[config.mk]
export PLATFORM = sky130hd
export DESIGN_NAME = greek_byte_transliterator_top
export DESIGN_NICKNAME = d
export VERILOG_FILES = /design/src/rtl/gxl_pkg.sv /design/src/rtl/gxl_decode.sv /design/src/rtl/gxl_out.sv /design/src/rtl/greek_byte_transliterator_top.sv
export SDC_FILE = /design/constraint.sdc
export NUM_CORES = 1
export LEC_CHECK = 0
export BUFFER_PORTS_ARGS = -buffer_cell sky130_fd_sc_hd__buf_2
export CORE_ASPECT_RATIO = 1.5
export CORE_MARGIN = 2
export CORE_UTILIZATION = 66
export CTS_CLUSTER_DIAMETER = 200
export DETAILED_ROUTE_END_ITERATION = 12
export GPL_TIMING_DRIVEN = 0
export PLACE_DENSITY_LB_ADDON = 0.15
export SLEW_MARGIN = 25
export SYNTH_ARGS = -nofsm -noshare
export SYNTH_HDL_FRONTEND = slang
export SYNTH_SLANG_ARGS = --single-unit
[constraint.sdc]
create_clock -name clk -period 6.53 [get_ports clk]
set_clock_uncertainty 0.2 [all_clocks]
set_input_delay 0.3265 -clock clk [delete_from_list [all_inputs] [get_ports clk]]
set_output_delay 0.3265 -clock clk [all_outputs]
set_load 0.02 [all_outputs]
[src/rtl/gxl_pkg.sv]
package gxl_pkg;

    localparam int unsigned TableBase = 182;

    typedef enum logic [4:0] {
        PEND_NONE = 5'b00001,
        PEND_UM   = 5'b00010,
        PEND_UN   = 5'b00100,
        PEND_LM   = 5'b01000,
        PEND_LN   = 5'b10000
    } pend_t;

    typedef struct packed {
        logic [1:0] len;
        logic [7:0] c0;
        logic [7:0] c1;
        logic [7:0] c2;
    } xl_entry_t;

    typedef struct packed {
        logic [3:0][7:0] chars;   // chars[0] goes out first
        logic [2:0]      cnt;
    } xl_group_t;

    function automatic xl_entry_t xl_lookup(input logic [6:0] idx);
        xl_entry_t e;
        case (idx)
            7'd0:    e = {2'd2, "'A", 8'd0};
            7'd2:    e = {2'd2, "'E", 8'd0};
            7'd3:    e = {2'd2, "'H", 8'd0};
            7'd4:    e = {2'd2, "'I", 8'd0};
            7'd6:    e = {2'd2, "'O", 8'd0};
            7'd8:    e = {2'd2, "'Y", 8'd0};
            7'd9:    e = {2'd2, "'W", 8'd0};
            7'd10:   e = {2'd3, "i'\""};
            7'd11:   e = {2'd1, "A", 16'd0};
            7'd12:   e = {2'd1, "V", 16'd0};
            7'd13:   e = {2'd1, "G", 16'd0};
            7'd14:   e = {2'd1, "D", 16'd0};
            7'd15:   e = {2'd1, "E", 16'd0};
            7'd16:   e = {2'd1, "Z", 16'd0};
            7'd17:   e = {2'd1, "H", 16'd0};
            7'd18:   e = {2'd1, "8", 16'd0};
            7'd19:   e = {2'd1, "I", 16'd0};
            7'd20:   e = {2'd1, "K", 16'd0};
            7'd21:   e = {2'd1, "L", 16'd0};
            7'd22:   e = {2'd1, "M", 16'd0};
            7'd23:   e = {2'd1, "N", 16'd0};
            7'd24:   e = {2'd2, "KS", 8'd0};
            7'd25:   e = {2'd1, "O", 16'd0};
            7'd26:   e = {2'd1, "P", 16'd0};
            7'd27:   e = {2'd1, "R", 16'd0};
            7'd29:   e = {2'd1, "S", 16'd0};
            7'd30:   e = {2'd1, "T", 16'd0};
            7'd31:   e = {2'd1, "Y", 16'd0};
            7'd32:   e = {2'd1, "F", 16'd0};
            7'd33:   e = {2'd1, "X", 16'd0};
            7'd34:   e = {2'd2, "PS", 8'd0};
            7'd35:   e = {2'd1, "W", 16'd0};
            7'd36:   e = {2'd2, "I\"", 8'd0};
            7'd37:   e = {2'd2, "Y\"", 8'd0};
            7'd38:   e = {2'd2, "a'", 8'd0};
            7'd39:   e = {2'd2, "e'", 8'd0};
            7'd40:   e = {2'd2, "h'", 8'd0};
            7'd41:   e = {2'd2, "i'", 8'd0};
            7'd42:   e = {2'd3, "y'\""};
            7'd43:   e = {2'd1, "a", 16'd0};
            7'd44:   e = {2'd1, "v", 16'd0};
            7'd45:   e = {2'd1, "g", 16'd0};
            7'd46:   e = {2'd1, "d", 16'd0};
            7'd47:   e = {2'd1, "e", 16'd0};
            7'd48:   e = {2'd1, "z", 16'd0};
            7'd49:   e = {2'd1, "h", 16'd0};
            7'd50:   e = {2'd1, "8", 16'd0};
            7'd51:   e = {2'd1, "i", 16'd0};
            7'd52:   e = {2'd1, "k", 16'd0};
            7'd53:   e = {2'd1, "l", 16'd0};
            7'd54:   e = {2'd1, "m", 16'd0};
            7'd55:   e = {2'd1, "n", 16'd0};
            7'd56:   e = {2'd2, "ks", 8'd0};
            7'd57:   e = {2'd1, "o", 16'd0};
            7'd58:   e = {2'd1, "p", 16'd0};
            7'd59:   e = {2'd1, "r", 16'd0};
            7'd60:   e = {2'd1, "s", 16'd0};
            7'd61:   e = {2'd1, "s", 16'd0};
            7'd62:   e = {2'd1, "t", 16'd0};
            7'd63:   e = {2'd1, "y", 16'd0};
            7'd64:   e = {2'd1, "f", 16'd0};
            7'd65:   e = {2'd1, "x", 16'd0};
            7'd66:   e = {2'd2, "ps", 8'd0};
            7'd67:   e = {2'd1, "w", 16'd0};
            7'd68:   e = {2'd2, "i\"", 8'd0};
            7'd69:   e = {2'd2, "y\"", 8'd0};
            7'd70:   e = {2'd2, "o'", 8'd0};
            7'd71:   e = {2'd2, "y'", 8'd0};
            7'd72:   e = {2'd2, "w'", 8'd0};
            default: e = '0;
        endcase
        return e;
    endfunction

endpackage

[src/rtl/gxl_decode.sv]
module gxl_decode
(
    input  logic            [7:0] in_byte,
    input  logic                  eos,
    input  gxl_pkg::pend_t        pend,
    output gxl_pkg::xl_group_t    grp,
    output gxl_pkg::pend_t        pend_next
);
    import gxl_pkg::*;

    logic [7:0]      held_char;
    logic [6:0]      tidx;
    xl_entry_t       ent;
    logic            is_pass;
    logic            is_pi;
    logic            is_tau;
    pend_t           f_pend;
    logic [1:0]      f_cnt;
    logic [2:0][7:0] f_chars;

    always_comb
    begin
        case (pend)
            PEND_UM: held_char = "M";
            PEND_UN: held_char = "N";
            PEND_LM: held_char = "m";
            PEND_LN: held_char = "n";
            default: held_char = 8'd0;
        endcase
    end

    assign tidx    = 7'(in_byte - 8'(TableBase));
    assign ent     = xl_lookup(tidx);
    assign is_pass = (in_byte < 8'(TableBase)) || (in_byte == 8'd183) || (in_byte == 8'd187)
                     || (in_byte == 8'd189) || (in_byte == 8'd210) || (in_byte == 8'd255);
    assign is_pi   = (in_byte == 8'd208) || (in_byte == 8'd240);
    assign is_tau  = (in_byte == 8'd212) || (in_byte == 8'd244);

    // handling of a byte with nothing held
    always_comb
    begin
        f_pend  = PEND_NONE;
        f_cnt   = 2'd0;
        f_chars = '0;
        case (in_byte)
            8'd204:  f_pend = PEND_UM;
            8'd205:  f_pend = PEND_UN;
            8'd236:  f_pend = PEND_LM;
            8'd237:  f_pend = PEND_LN;
            default:
            begin
                if (is_pass)
                begin
                    f_cnt      = 2'd1;
                    f_chars[0] = in_byte;
                end
                else
                begin
                    f_cnt   = ent.len;
                    f_chars = {ent.c2, ent.c1, ent.c0};
                end
            end
        endcase
    end

    always_comb
    begin
        grp       = '0;
        pend_next = PEND_NONE;
        if (eos)
        begin
            grp.chars[0] = held_char;
            grp.cnt      = (pend != PEND_NONE) ? 3'd1 : 3'd0;
        end
        else if (pend == PEND_NONE)
        begin
            grp.chars[2:0] = f_chars;
            grp.cnt        = {1'b0, f_cnt};
            pend_next      = f_pend;
        end
        else if (pend == PEND_UM && is_pi)
        begin
            grp.chars[0] = "B";
            grp.cnt      = 3'd1;
        end
        else if (pend == PEND_LM && is_pi)
        begin
            grp.chars[0] = "b";
            grp.cnt      = 3'd1;
        end
        else if (pend == PEND_UN && is_tau)
        begin
            grp.chars[0] = "D";
            grp.cnt      = 3'd1;
        end
        else if (pend == PEND_LN && is_tau)
        begin
            grp.chars[0] = "d";
            grp.cnt      = 3'd1;
        end
        else
        begin
            grp.chars[0]   = held_char;
            grp.chars[3:1] = f_chars;
            grp.cnt        = 3'd1 + {1'b0, f_cnt};
            pend_next      = f_pend;
        end
    end

endmodule

[src/rtl/gxl_out.sv]
module gxl_out
(
    input  logic               clk,
    input  logic               rst_n,
    input  logic               load,
    input  gxl_pkg::xl_group_t grp,
    output logic               free,
    output logic               m_tvalid,
    input  logic               m_tready,
    output logic         [7:0] m_tdata,   // out_char
    output logic               m_tlast    // last
);
    import gxl_pkg::*;

    logic [3:0][7:0] chars_reg;
    logic [3:0][7:0] chars_next;
    logic [2:0]      rem_reg;
    logic [2:0]      rem_next;
    logic            xfer;

    assign m_tvalid = (rem_reg != 3'd0);
    assign m_tlast  = (rem_reg == 3'd1);
    assign m_tdata  = chars_reg[0];
    assign xfer     = m_tvalid && m_tready;
    assign free     = !m_tvalid || (xfer && m_tlast);

    always_comb
    begin
        chars_next = chars_reg;
        rem_next   = rem_reg;
        if (load)
        begin
            chars_next = grp.chars;
            rem_next   = grp.cnt;
        end
        else if (xfer)
        begin
            chars_next = {8'd0, chars_reg[3:1]};
            rem_next   = rem_reg - 3'd1;
        end
    end

    always_ff @(posedge clk or negedge rst_n)
    begin
        if (!rst_n)
        begin
            rem_reg <= 3'd0;
        end
        else
        begin
            rem_reg <= rem_next;
        end
    end

    always_ff @(posedge clk)
    begin
        chars_reg <= chars_next;
    end

endmodule

[src/rtl/greek_byte_transliterator_top.sv]
// Greek byte transliterator: each input transfer carries one ISO 8859-7 code in
// s_tdata (s_tuser high marks end of stream and flushes a held M/N/m/n); the block
// answers with zero to four Latin bytes on the master side, one byte per transfer,
// with m_tlast on the final byte of each input. Input passes a one-entry input
// register, then the table decode, into a four-byte result register that shifts
// out one byte per cycle while m_tready is high. The output shifter is the limit:
// a new input is taken every cycle while each result is at most one byte and
// m_tready is high, and the first byte of an input passes the input register and
// then the result register before it is presented on the master side.
module greek_byte_transliterator_top
(
    input  logic       clk,
    input  logic       rst_n,
    input  logic       s_tvalid,
    output logic       s_tready,
    input  logic [7:0] s_tdata,   // in_byte
    input  logic       s_tuser,   // end_of_stream
    output logic       m_tvalid,
    input  logic       m_tready,
    output logic [7:0] m_tdata,   // out_char
    output logic       m_tlast    // last
);
    import gxl_pkg::*;

    logic       in_valid_reg;
    logic       in_valid_next;
    logic [7:0] in_byte_reg;
    logic       eos_reg;
    pend_t      pend_reg;
    pend_t      pend_next;
    pend_t      dec_pend;
    xl_group_t  grp;
    logic       free;
    logic       fire;

    assign fire     = in_valid_reg && free;
    assign s_tready = !in_valid_reg || fire;

    gxl_decode u_decode
    (
        .in_byte   (in_byte_reg),
        .eos       (eos_reg),
        .pend      (pend_reg),
        .grp       (grp),
        .pend_next (dec_pend)
    );

    gxl_out u_out
    (
        .clk      (clk),
        .rst_n    (rst_n),
        .load     (fire),
        .grp      (grp),
        .free     (free),
        .m_tvalid (m_tvalid),
        .m_tready (m_tready),
        .m_tdata  (m_tdata),
        .m_tlast  (m_tlast)
    );

    always_comb
    begin
        in_valid_next = in_valid_reg;
        pend_next     = pend_reg;
        if (fire)
        begin
            in_valid_next = 1'b0;
            pend_next     = dec_pend;
        end
        if (s_tvalid && s_tready)
        begin
            in_valid_next = 1'b1;
        end
    end

    always_ff @(posedge clk or negedge rst_n)
    begin
        if (!rst_n)
        begin
            in_valid_reg <= 1'b0;
            pend_reg     <= PEND_NONE;
        end
        else
        begin
            in_valid_reg <= in_valid_next;
            pend_reg     <= pend_next;
        end
    end

    always_ff @(posedge clk)
    begin
        if (s_tvalid && s_tready)
        begin
            in_byte_reg <= s_tdata;
            eos_reg     <= s_tuser;
        end
    end

`ifndef SYNTHESIS
    a_eos_clears: assert property (@(posedge clk) disable iff (!rst_n)
        fire && eos_reg |=> pend_reg == PEND_NONE)
        else $error("held letter survives end of stream");

    a_in_holds: assert property (@(posedge clk) disable iff (!rst_n)
        in_valid_reg && !fire |=> in_valid_reg && $stable(in_byte_reg) && $stable(eos_reg))
        else $error("stalled input item lost");

    a_held_release: assert property (@(posedge clk) disable iff (!rst_n)
        fire && !eos_reg && pend_reg != PEND_NONE |=> m_tvalid)
        else $error("held letter dropped without output");
`endif

endmodule

==> results of run 1 <==
==> critical path, cell delays in order (launching register included) <==
cell and delay, ns:
edfxtp_1 0.69, buf_2 0.34, inv_1 0.22, ha_1 0.33, clkbuf_1 0.32, clkbuf_1 0.37
nor2_1 0.08, a22oi_1 0.15, nor3_1 0.06, a2111oi_0 0.46, a311oi_1 0.14, o32ai_1 0.53
o221ai_1 0.19
==> layout make-up <==
cell class | count | area (um^2)
Timing Repair Buffer | 25 | 135.1
Sequential cell | 42 | 1217
Tap cell | 70 | 87.58
Buffer | 41 | 198.9
Inverter | 16 | 60.06
Clock inverter | 2 | 10.01
Clock buffer | 6 | 72.57
Fill cell | 419 | 1448
Multi-Input combinational cell | 328 | 2138
==> metal layers <==
layer  vias up  share of wire [%]
li1       1674                  -
met1      1702                 34
met2       315                 51
met3        85                8.4
met4         0                6.4
met5         -                  0
==> logic make-up after synthesis <==
group / Yosys count / share of synthesized area, %
muxes: 9 / 2.527
and+or+nand+nor: 148 / 20.42
DFF: 42 / 33.68
xor gates and xnor gates: 11 / 2.665
AOI/OAI and AO/OA: 144 / 28.00
adders and majority gates: 16 / 5.538
buffers and inverters: 57 / 7.165
==> final timing paths <==
check,startpoint,endpoint,slack [ns],depth (start not counted)
worst min register to register,u_out.rem_reg[1]$_DFFE_PN0P_,u_out.rem_reg[1]$_DFFE_PN0P_,0.31,2
worst min-delay path,s_tdata[3],in_byte_reg[3]$_DFFE_PP_,0.008,1
max in group asynchronous,rst_n,pend_reg[0]$_DFFE_PN1P_,5.67,2
worst max-delay path,in_byte_reg[1]$_DFFE_PP_,u_out.chars_reg[12]$_DFFE_PP_,2.18,12
min in group asynchronous,rst_n,u_out.rem_reg[2]$_DFFE_PN0P_,0.22,2
worst max register to register,in_byte_reg[1]$_DFFE_PP_,u_out.chars_reg[12]$_DFFE_PP_,2.18,12
==> report_power, final <==
part / switching (W) / internal [W] / leakage (nW) / total (W)
Sequential: 0.0000518 / 0.000413 / 0.442 / 0.000465
Clock: 0.0000882 / 0.0000742 / 0.0450 / 0.000162
Combinational: 0.000720 / 0.000364 / 0.949 / 0.00108
==> through the flow <==
stage	std cells	area, um^2	hold WS (ns)	setup slack [ns]
finish	530	3920	0.007977	2.182
global route	530	3920	0.002206	1.951
CTS	529	3910	0.005086	2.322
detailed placement	520	3817	-0.01669	2.341
global placement	520	3817	-0.01807	2.352
floorplan	427	3615	-0.1691	3.250
==> cells in the mapped netlist, drive strengths merged, types with 7 or more instances <==
cell	number
a21oi	28
buf	18
clkbuf	23
dfrtp	8
edfxtp	33
ha	16
inv	16
mux2i	8
nand2	38
nand2b	10
nand3	11
nor2	33
nor2b	9
nor3	15
nor4	7
o211ai	14
o21ai	30
o221ai	8
or3	7
xnor2	8
==> metrics.md, run 1 <==
| Metric | Value |
|---|---|
| Status | `finished, final reports clean` |
| M3 GR Usage | `4.887%` |
| DRC Markers | `0` |
| Crit end category | `register` |
| Sequential-to-total area share from yosys stat | `33.68%` |
| CTS Buf Count | `5` |
| Worst slew margin | `34.21%` |
| First-pass GRT wire length | `17370 um` |
| Clk root buf | `clkbuf_8` |
| WL per Instance | `20.67 um` |
| Setup CP Type | `reg2reg` |
| Detailed Routing Iterations Pass 1 | `8` |
| Worst Hold Class | `in2reg` |
| Leakage | `1.436 nW` |
| Fin nets | `488` |
| CORE AREA | `5368 um^2` |
| Largest register FFs | `16` |
| Clock Tree Buf Depth | `2` |
| DRT antenna net count | `0` |
| Top Usage Layer GRT | `met2` |
| Initial DRC count | `534` |
| DR vias | `3776` |
| Max-cap violations | `0` |
| Final hold vios | `0` |
| Via-to-Cell Ratio | `7.125` |
| Area share of the largest cell type after synthesis | `27.41%` |
| Clock Latency Late Sink | `0.30 ns` |
| Overflow after GRT | `0` |
| Met1 Use GR | `40.84%` |
| Total power | `0.001711 W` |
| Max Slew Vio Count | `0` |
| Final WL | `10960 um` |
| # IOs | `24` |
| Core Util, Final | `73.03%` |
| TritonCTS clock tree | `built` |
| Synth area leaders | `edfxtp_1 27%, dfrtp_1 5.5%, ha_1 5.5%` |
| Pwr dens | `436.5 nW/um^2` |
| Pin count of the biggest net entering global routing | `28` |
| Routability cong. | `1.031` |
| Synthesized area | `3615 um^2` |
| Post-synth cell types | `60` |
| Cells after synthesis | `427` |
| Die Y | `94.64 um` |
| Die footprint | `6097 um^2` |
| DP HPWL | `8267 um` |
| Initial core utilization | `67.34%` |
| Post-synth EDFFs | `33` |
| Synth warn | `0` |
| CP Launch Type | `register` |
| Worst Path Arrival | `4.17 ns` |
| Post_cts resized | `0` |
| Most common cell after layout, fill and taps aside | `nand2_1` |
| Number of setup buffers added after CTS | `0` |
| Setup violations, final | `0` |
| Minimum clock period | `4.348 ns` |
| GR Layer Usage met2 | `65.89%` |
| # hold bufs at CTS | `1` |
| Commonest cells after routing, fill and taps aside | `38 x nand2_1, 33 x nor2_1, 33 x edfxtp_1` |
| Syn Nets | `456` |
| Max Fclk | `230.0 MHz` |
| Fin crit share | `66.59%` |
| H-tree depth | `2` |
| RSZ-0062 raised after global routing | `false` |
| Worst vdd ir | `0.2352 mV` |
| Share of layout cells above drive strength 1 | `13.04%` |
| Layout area overhead | `8.446%` |
| Number of buffers added on ports | `23` |
| Async S/R FF share, synth | `21.43%` |
| Row count | `33` |
| Vias in the first global route | `3490` |
| Final TNS setup | `0 ns` |
| Initial antenna violation count | `0` |
| Diode count | `0` |
| Cell taking the most area after synthesis | `edfxtp_1` |
| Die Wd | `64.43 um` |
| Sink Count | `42` |
| Seq cells post-synth | `42` |
| Average size of a mapped cell | `8.465 um^2` |
| Critical Path Fanout Max | `12` |
| Worst EP required | `6.35 ns` |
| GRT Overall Usage | `36.86%` |
| Synth Flop Type | `edfxtp_1` |
| Worst slew pin tran | `0.9858 ns` |
| Clk slew on worst S/H paths | `0.08 ns` |
Power figures use the tool's default switching activity.
==> run 2: changes to the inputs <==
--- a/config.mk
+++ b/config.mk
@@ -8,7 +8,7 @@
 export BUFFER_PORTS_ARGS = -buffer_cell sky130_fd_sc_hd__buf_2
 export CORE_ASPECT_RATIO = 1.5
 export CORE_MARGIN = 2
-export CORE_UTILIZATION = 66
+export CORE_UTILIZATION = 56
 export CTS_CLUSTER_DIAMETER = 200
 export DETAILED_ROUTE_END_ITERATION = 12
 export GPL_TIMING_DRIVEN = 0
==> constraint.sdc (replaced) <==
create_clock -name clk -period 3.9 [get_ports clk]
set_clock_uncertainty 0.2 [all_clocks]
set_input_delay 0.195 -clock clk [delete_from_list [all_inputs] [get_ports clk]]
set_output_delay 0.195 -clock clk [all_outputs]
set_load 0.02 [all_outputs]
==> metrics.md, run 2 (same netlist as run 1, synthesis figures left out) <==
| Metric | Value |
|---|---|
| DRT antenna net count | `0 (unchanged)` |
| Commonest cells after routing, fill and taps aside | `38 x nand2_1, 33 x nor2_1, 33 x edfxtp_1` |
| DRC Markers | `0 (unchanged)` |
| Minimum clock period | `3.784 ns (-0.5640 ns)` |
| Crit path cell chain | `buf_2 > buf_2 > inv_1 > ha_1 > clkbuf_2 > nor2_1 > a22oi_1 > nor3_1 > a2111oi_0 > a311oi_1 > o32ai_2 > o221ai_1` |
| Pwr dens | `724.9 nW/um^2 (+66%)` |
| WL per Instance | `21.90 um (+6.0%)` |
| Layout area overhead | `11.49%` |
| Routability cong. | `1.013 (-1.8%)` |
| Share of layout cells above drive strength 1 | `13.86% (+0.82 points)` |
| Setup WS pre-CTS | `-0.2835 ns (-2.624 ns)` |
| Fin crit share | `97.03% (+30 points)` |
| CP bufs+invs | `4 (unchanged)` |
| Worst Hold Class | `in2reg` |
| Comb power frac | `63.7% (+0.3 points)` |
| Max Slew Vio Count | `0 (unchanged)` |
| Clock Latency Late Sink | `0.30 ns (about the same)` |
| Critical path's most frequent cell | `buf_2` |
| Number of buffers added on ports | `23 (unchanged)` |
| # IOs | `24 (unchanged)` |
| Worst slew pin tran | `0.9984 ns (+0.01258 ns)` |
| Clock share of power | `10.0% (+0.5 points)` |
| Max Fclk | `264.3 MHz (+15%)` |
| Top cell family by delay on the critical path | `compound AO/OA/AOI/OAI gates` |
| GRT Overall Usage | `33.02% (-3.8 points)` |
| Status | `finished, final reports clean` |
| Reg power frac | `26.3% (-0.9 points)` |
| Sink Count | `42 (unchanged)` |
| Fin nets | `497 (+1.8%)` |
| Slowest cell on crit path | `ha_1` |
| Final worst slack | `0.1159 ns (-2.066 ns)` |
| Setup CP Type | `reg2reg` |
| Final instance area | `4030 um^2 (+2.8%)` |
| Most common cell after layout, fill and taps aside | `nand2_1` |
| First-pass GRT wire length | `18330 um (+5.6%)` |
| CP Launch Type | `register` |
| Max-cap violations | `0 (unchanged)` |
| Fill count | `541 (+29%)` |
| Via-to-Cell Ratio | `6.971 (-2.2%)` |
| Worst vdd ir | `0.3387 mV (+44%)` |
| DR vias | `3785 (+0.24%)` |
| RSZ-0062 raised after global routing | `false` |
| Initial DRC count | `387 (-28%)` |
| Die Wd | `69.60 um (+8.0%)` |
| Worst Path Arrival | `3.63 ns (-0.54 ns)` |
| Detailed Routing Iterations Pass 1 | `5 (-3)` |
| Overflow after GRT | `0 (unchanged)` |
| CORE AREA | `6175 um^2 (+15%)` |
| Leakage | `1.489 nW (+3.7%)` |
| Largest register FFs | `16 (unchanged)` |
| Final WL | `11890 um (+8.6%)` |
| TritonCTS clock tree | `built` |
| Vias in the first global route | `3672 (+5.2%)` |
| Initial antenna violation count | `0 (unchanged)` |
| CP max stage delay | `0.49 ns (-0.20 ns)` |
| Worst EP required | `3.74 ns (-2.61 ns)` |
| Min Hold Slack | `0.04342 ns (+0.03544 ns)` |
| Clock Tree Buf Depth | `2 (unchanged)` |
| Clk slew on worst S/H paths | `0.09 ns (about the same)` |
| Switching share of power | `50.60% (+0.34 points)` |
| Critical Path Fanout Max | `10 (-2)` |
| Die Y | `102.4 um (+8.2%)` |
| CTS Buf Count | `5 (unchanged)` |
| Internal power consumption | `0.001443 W (+70%)` |
| Setup violations, final | `0 (unchanged)` |
| Diode count | `0 (unchanged)` |
| Initial core utilization | `58.54% (-8.8 points)` |
| Pin count of the biggest net entering global routing | `28 (unchanged)` |
| P_sw | `0.001478 W (+72%)` |
| DP HPWL | `8918 um (+7.9%)` |
| Final hold vios | `0 (unchanged)` |
| Crit end category | `register` |
| H-tree depth | `2 (unchanged)` |
| Worst slew margin | `33.37% (-0.84 points)` |
| Die footprint | `7127 um^2 (+17%)` |
| Placed Area | `3822 um^2 (+0.13%)` |
| Row count | `35 (+6.1%)` |
| Clk root buf | `clkbuf_8` |
run 2: stage by stage:
step           setup TNS (ns)  power (W)  std cells  utilization [%]
2_1_floorplan               0   0.002037        427                -
3_3_place_gp           -1.139   0.002533        524            61.90
3_5_place_dp          -0.9078   0.002549        524            61.90
4_1_cts                     0   0.002850        544            65.31
5_1_grt                     0   0.003067        543            65.27
6_report                    0   0.002922        543            65.27
run 2: layout make-up:
class | count | area, um^2 | area share (%)
Buffer | 40 | 198.9 | 4.936
Clock buffer | 6 | 72.57 | 1.801
Clock inverter | 2 | 10.01 | 0.2484
Inverter | 16 | 60.06 | 1.490
Multi-Input combinational cell | 328 | 2146 | 53.24
Sequential cell | 42 | 1217 | 30.21
Tap cell | 74 | 92.59 | 2.297
Timing Repair Buffer | 35 | 232.7 | 5.775
run 2: worst paths after layout:
path	start	end	slack (ns)	cells past startpoint
worst max-delay path	in_byte_reg[2]$_DFFE_PP_	u_out.chars_reg[12]$_DFFE_PP_	0.12	12
worst min-delay path	m_tready	in_valid_reg$_DFFE_PN0P_	0.04	4
worst max register to register	in_byte_reg[2]$_DFFE_PP_	u_out.chars_reg[12]$_DFFE_PP_	0.12	12
worst min register to register	u_out.rem_reg[1]$_DFFE_PN0P_	u_out.rem_reg[1]$_DFFE_PN0P_	0.30	2
max in group asynchronous	rst_n	pend_reg[0]$_DFFE_PN1P_	3.16	2
min in group asynchronous	rst_n	in_valid_reg$_DFFE_PN0P_	0.08	2
run 2: power groups by stage:
stage	Sequential, W	Clock [W]	Combinational (W)
final	0.000769	0.000291	0.00186
after global routing	0.000786	0.000300	0.00198
after CTS	0.000771	0.000281	0.00180
after detailed placement	0.000789	0	0.00176
after global placement	0.000778	0	0.00175
after floorplan	0.000755	0	0.00128
run 2: layer usage:
layer | global-route usage, % | wire [um] | vias to the layer above
li1 | - | - | 1695
met1 | 36.61 | 4274 | 1775
met2 | 58.36 | 5899 | 245
met3 | 4.142 | 816 | 70
met4 | 23.98 | 901 | 0
met5 | 0 | 0 | -
run 2: timing repair:
item,4_1_cts,5_1_grt
setup endpoints to repair,6,10
pin swaps,0,0
setup buffers,1,0
hold buffers,11,0
resized for setup,3,2
hold endpoints to repair,19,0
run 2: worst register-to-register path: stages, from the launching register on:
cell and delay (ns):
edfxtp_1 0.40, buf_2 0.24, buf_2 0.28, inv_1 0.16, ha_1 0.49, clkbuf_2 0.28, nor2_1 0.06, a22oi_1 0.16
nor3_1 0.08, a2111oi_0 0.45, a311oi_1 0.16, o32ai_2 0.40, o221ai_1 0.16
